**config.mk**
```make
export PLATFORM = sky130hd
export DESIGN_NAME = psue_front
export DESIGN_NICKNAME = d
export VERILOG_FILES = /design/src/sv/psue_pkg.sv /design/src/sv/psue_front.sv
export SDC_FILE = /design/constraint.sdc
export NUM_CORES = 1
export LEC_CHECK = 0
export BUFFER_PORTS_ARGS = -buffer_cell sky130_fd_sc_hd__buf_4
export CAP_MARGIN = 20
export CORE_AREA = 2 2 192 194
export CTS_BUF_LIST = sky130_fd_sc_hd__clkbuf_2 sky130_fd_sc_hd__clkbuf_4 sky130_fd_sc_hd__clkbuf_8
export DETAILED_ROUTE_END_ITERATION = 10
export DIE_AREA = 0 0 194 196
export PLACE_DENSITY = 0.73
export SLEW_MARGIN = 15
export SYNTH_ARGS = -nofsm -noshare
export SYNTH_HDL_FRONTEND = slang
export SYNTH_SLANG_ARGS = --single-unit
```
**constraint.sdc**
```tcl
create_clock -name aclk -period 7.92 [get_ports aclk]
set_input_delay 0.396 -clock aclk [delete_from_list [all_inputs] [get_ports aclk]]
set_output_delay 0.396 -clock aclk [all_outputs]
set_load 0.01 [all_outputs]
```
**src/sv/psue_pkg.sv**
```systemverilog
package psue_pkg;

    localparam int PARTICLES = 32;
    localparam int DIMS      = 16;
    localparam int P_W       = 5;
    localparam int D_W       = 4;
    localparam int A_W       = P_W + D_W;
    localparam int ND_W      = 5;
    localparam int S_TDATA_W = 208;
    localparam int M_TDATA_W = 136;

    typedef enum logic [1:0] {
        CMD_LOAD   = 2'd0,
        CMD_REPORT = 2'd1,
        CMD_UPDATE = 2'd2,
        CMD_READ   = 2'd3
    } cmd_t;

    localparam logic [2:0] REG_INERTIA = 3'd0;
    localparam logic [2:0] REG_COGN    = 3'd1;
    localparam logic [2:0] REG_SOCIAL  = 3'd2;
    localparam logic [2:0] REG_RATIO   = 3'd3;
    localparam logic [2:0] REG_ACTIVE  = 3'd4;

    typedef struct packed {
        logic [15:0]     inertia;
        logic [15:0]     cogn;
        logic [15:0]     social;
        logic [15:0]     ratio;
        logic [ND_W-1:0] active;
    } cfg_t;

    typedef struct packed {
        cmd_t               cmd;
        logic               ok;
        logic [P_W-1:0]     particle;
        logic [D_W-1:0]     dim;
        logic signed [31:0] pos;
        logic signed [31:0] vel;
        logic [15:0]        r1;
        logic [15:0]        r2;
        logic signed [31:0] lo;
        logic signed [31:0] hi;
        logic [31:0]        fit;
    } item_t;

    typedef struct packed {
        logic  valid;
        item_t item;
    } queue_t;

    typedef struct packed {
        logic [1:0] count;
    } fstat_t;

    function automatic logic [ND_W-1:0] dims_in_use(input logic [ND_W-1:0] active);
        logic [ND_W-1:0] lim;
        lim = ND_W'(DIMS);
        return (active > lim) ? lim : active;
    endfunction

endpackage

```
**src/sv/psue_front.sv**
```systemverilog
module psue_front import psue_pkg::*; (
    input  logic                 aclk,
    input  logic                 aresetn,
    input  logic                 s_tvalid,
    output logic                 s_tready,
    input  logic [S_TDATA_W-1:0] s_tdata,
    input  logic [1:0]           s_tuser,
    input  cfg_t                 cfg,
    output queue_t               q,
    input  logic                 q_pop,
    output fstat_t               fstat
);

    item_t      ent_reg [2];
    logic [1:0] count_reg, count_next;
    logic       rd_ptr_reg, rd_ptr_next;
    logic       wr_ptr_reg, wr_ptr_next;
    item_t      in_item;
    logic       push;
    logic       p_ok;
    logic [ND_W-1:0] nd;

    always_comb begin
        nd = dims_in_use(cfg.active);
        in_item.cmd      = cmd_t'(s_tuser);
        in_item.particle = s_tdata[4:0];
        in_item.dim      = s_tdata[8:5];
        in_item.pos      = s_tdata[40:9];
        in_item.vel      = s_tdata[72:41];
        in_item.r1       = s_tdata[88:73];
        in_item.r2       = s_tdata[104:89];
        in_item.lo       = s_tdata[136:105];
        in_item.hi       = s_tdata[168:137];
        in_item.fit      = s_tdata[200:169];
        p_ok = ({1'b0, in_item.particle} < (P_W+1)'(PARTICLES));
        case (in_item.cmd)
            CMD_LOAD, CMD_UPDATE: in_item.ok = p_ok && ({1'b0, in_item.dim} < nd);
            CMD_REPORT:           in_item.ok = p_ok;
            CMD_READ:             in_item.ok = ({1'b0, in_item.dim} < (D_W+1)'(DIMS));
            default:              in_item.ok = 1'b0;
        endcase
    end

    assign s_tready = (count_reg != 2'd2);
    assign push     = s_tvalid && s_tready;

    always_comb begin
        count_next  = count_reg + 2'(push) - 2'(q_pop);
        rd_ptr_next = rd_ptr_reg ^ q_pop;
        wr_ptr_next = wr_ptr_reg ^ push;
    end

    always_ff @(posedge aclk) begin
        if (!aresetn) begin
            count_reg  <= '0;
            rd_ptr_reg <= 1'b0;
            wr_ptr_reg <= 1'b0;
        end else begin
            count_reg  <= count_next;
            rd_ptr_reg <= rd_ptr_next;
            wr_ptr_reg <= wr_ptr_next;
        end
    end

    always_ff @(posedge aclk) begin
        if (push) begin
            ent_reg[wr_ptr_reg] <= in_item;
        end
    end

    assign q.valid      = (count_reg != 2'd0);
    assign q.item       = ent_reg[rd_ptr_reg];
    assign fstat.count  = count_reg;

endmodule

```
==> results by group <==
Critical path
  – Element type at the critical path end: output port
  – CP startpoint kind: flop
  – CP arrival: 2.89 ns
  – Worst Path Class, Setup: reg -> out
  – Max Fanout on Critical Path: 51
  – Critical path required time: 7.52 ns

Clock network
  – Clock buffer depth: 3
  – Clk_lat worst skew: 0.58 ns
  – CTS tree: built
  – Setup Buffers After CTS: 0
  – Cts bufs inserted: 69
  – CTS root buf: clkbuf_8
  – # clock sinks: 413
  – H-tree Lvls: 3
  – CTS clk-pin slew, worst paths: 0.05 ns

Global routing
  – Grt total ovfl: 0
  – First-pass GRT wire length: 53.0 mm
  – GRT Util Overall: 18.2%
  – Largest net degree at the start of global routing: 138
  – Initial antenna violation count: 3
  – Vias in the first global route: 9627

Placed design
  – Routability-driven placement congestion ratio: 0.751
  – Port Buffers: 419
  – Placed standard-cell area: 19300 µm²
  – HPWL Detailed: 20.5 mm
  – Worst slack, placed: 4.91 ns

Timing
  – Max Slew Vio Count: 0
  – Final worst-path cycle share: 41.4%
  – Final Hold Vio Count: 0
  – Slew @ Worst Pin: 1.03 ns
  – Worst rel slew slack: 31.1%
  – Worst clock skew: 0.0146 ns
  – Fmax: 0.305 GHz
  – Final Setup Violations: 0
  – Post-layout min period: 3.28 ns
  – Unrepaired setup endpoints after global routing: false
  – PnR worst setup slack: 4.64 ns
  – Setup_tns: 0 ns

Detailed routing
  – Vias: 8766
  – Vias per cell: 4.71
  – DRT iter0 DRCs: 375
  – Antenna-violating nets left: 0
  – Drc violations: 0
  – Routed wire per std cell: 19.0 µm
  – Routed wire length: 35.4 mm
  – First-pass iteration count of the detailed router: 4

Finish
  – Area growth syn-to-layout: 44.2%
  – Largest register FFs: 408
  – Layout cell share with drive strength beyond 1: 52.9%
  – Final Cell Area: 22700 µm²
  – Final layout net count: 1638

Synthesis
  – Post-Syn Area per Cell: 23.4 µm²
  – Count of state elements after synthesis: 413
  – Seq/Total Area, Yosys: 78.6%
  – Syn Nets: 960
  – Post-synth EDFFs: 408
  – Mapped Area: 15700 µm²
  – Top_reg_cell synth: edfxtp_1
  – Ys Warns: 0
  – Yosys cell types: 19
  – Synth Instances: 670
  – Post-synth ARST share: 0%

Power and ir drop
  – Power Dens Cells: 263 nW/µm²
  – Peak supply drop: 171 µV
  – Total power: 5.95 mW
  – Leak Pwr: 8.90 nW

Floorplan
  – I/O pin cnt: 491
  – Full die area: 38000 µm²
  – Row Count: 70
  – Chip height: 196 µm
  – DIE WIDTH: 194 µm
  – Starting Density: 43.5%
  – Core Box Area: 36100 µm²

Run status
  – Outcome: finished, final reports clean

Flow run
  – Max-Cap Viols: 0

Worst hold path
  – Worst Hold Class: in -> reg
-- cell usage in the layout (no fill, tap or decap) --
cell type / netlist / layout
buf_4: 0 / 423
edfxtp_1: 408 / 408
dlygate4sd3_1: 0 / 204
mux2_4: 160 / 160
clkbuf_8: 0 / 71
mux2_2: 44 / 44
clkbuf_4: 0 / 21
clkinv_1: 0 / 13
ha_1: 7 / 5
nand2b_1: 4 / 4
and2_1: 4 / 4
clkinv_2: 0 / 4
dfxtp_1: 5 / 4
diode_2: 0 / 3
inv_1: 3 / 3
clkinvlp_4: 0 / 3
nor2_1: 2 / 2
o21ai_0: 2 / 2
xnor2_1: 2 / 2
ha_4: 0 / 2
inv_6: 0 / 2
buf_12: 0 / 2
nand2_1: 1 / 1
or2_2: 1 / 1
xor2_1: 1 / 1
nor3b_1: 1 / 1
o211ai_1: 1 / 1
nor2b_1: 1 / 1
dfxtp_4: 0 / 1
bufinv_16: 0 / 1
buf_16: 0 / 1
-- cell families after synthesis --
group	count (synthesis)	synth area share, %
AOI/OAI and AO/OA	3	0.112
xor gates and xnor gates	3	0.167
adders and majority gates	7	0.558
buffers and inverters	26	1.56
DFF	413	78.6
muxes	204	18.4
and+or+nand+nor	14	0.518
-- Yosys cell counts (2+ instances only) --
| master | instances | area share, % |
|---|---|---|
| edfxtp_1 | 408 | 78 |
| mux2_4 | 160 | 15 |
| mux2_2 | 44 | 3.2 |
| buf_6 | 19 | 1.4 |
| ha_1 | 7 | 0.56 |
| dfxtp_1 | 5 | 0.64 |
| and2_1 | 4 | 0.16 |
| buf_2 | 4 | 0.13 |
| nand2b_1 | 4 | 0.16 |
| inv_1 | 3 | 0.072 |
| nor2_1 | 2 | 0.048 |
| o21ai_0 | 2 | 0.064 |
| xnor2_1 | 2 | 0.11 |
-- report_power, final --
part / total [mW] / leakage (nW) / switching (mW) / internal, mW
clock network: 1.76 / 0.667 / 0.801 / 0.960
logic: 1.29 / 4.39 / 0.598 / 0.692
registers: 2.90 / 3.84 / 0.0931 / 2.81
total: 5.95 / 8.90 / 1.49 / 4.46
-- worst paths after layout --
path / startpoint / end / slack, ns / cells past startpoint
hold reg to reg: rd_ptr_reg$_SDFF_PN0_ / flop / 0.58 / 2
hold / removal: q_pop / flop / 0.16 / 3
setup reg to reg: fstat[0]$_SDFF_PN0_ / ent_reg[1][107]$_DFFE_PP_ / 5.05 / 5
setup / recovery: flop / q[112] / 4.64 / 3
-- layer usage --
metal,GRT usage [%],up-vias,wire length (µm)
met1,19.4,4313,12800
met5,0,-,0
met2,32.9,366,18700
met4,8.00,0,1070
li1,-,4018,-
met3,5.67,69,2740
-- worst max-delay path, cell delays in order (launching register included) --
cell	delay [ns]
dfxtp_4	0.86
buf_4	0.84
mux2_4	0.36
buf_4	0.15
-- layout make-up --
cell class / count / area (µm²)
antenna: 3 / 7.51
clock buffer: 92 / 1130
clock inverter: 23 / 139
fill: 2487 / 13400
inverter: 3 / 11.3
multi-input combinational: 231 / 3140
sequential: 413 / 12400
tap: 468 / 586
timing repair buffer: 630 / 5290
-- stage by stage --
step,instances,utilization (%),hold slack [ns]
CTS,1859,62.7,0.0903
finish,1863,62.8,0.157
detailed placement,1540,53.5,0.569
global placement,1540,53.5,0.557
floorplan,670,-,0.495
global route,1863,62.8,0.125
-- what timing repair did --
item | in CTS | in global routing
resized for setup | 0 | 0
setup endpoints to repair | 0 | 0
hold buffers | 204 | 0
endpoints found under the hold margin | 410 | 0
No activity file was read; power rests on OpenSTA's default activity.
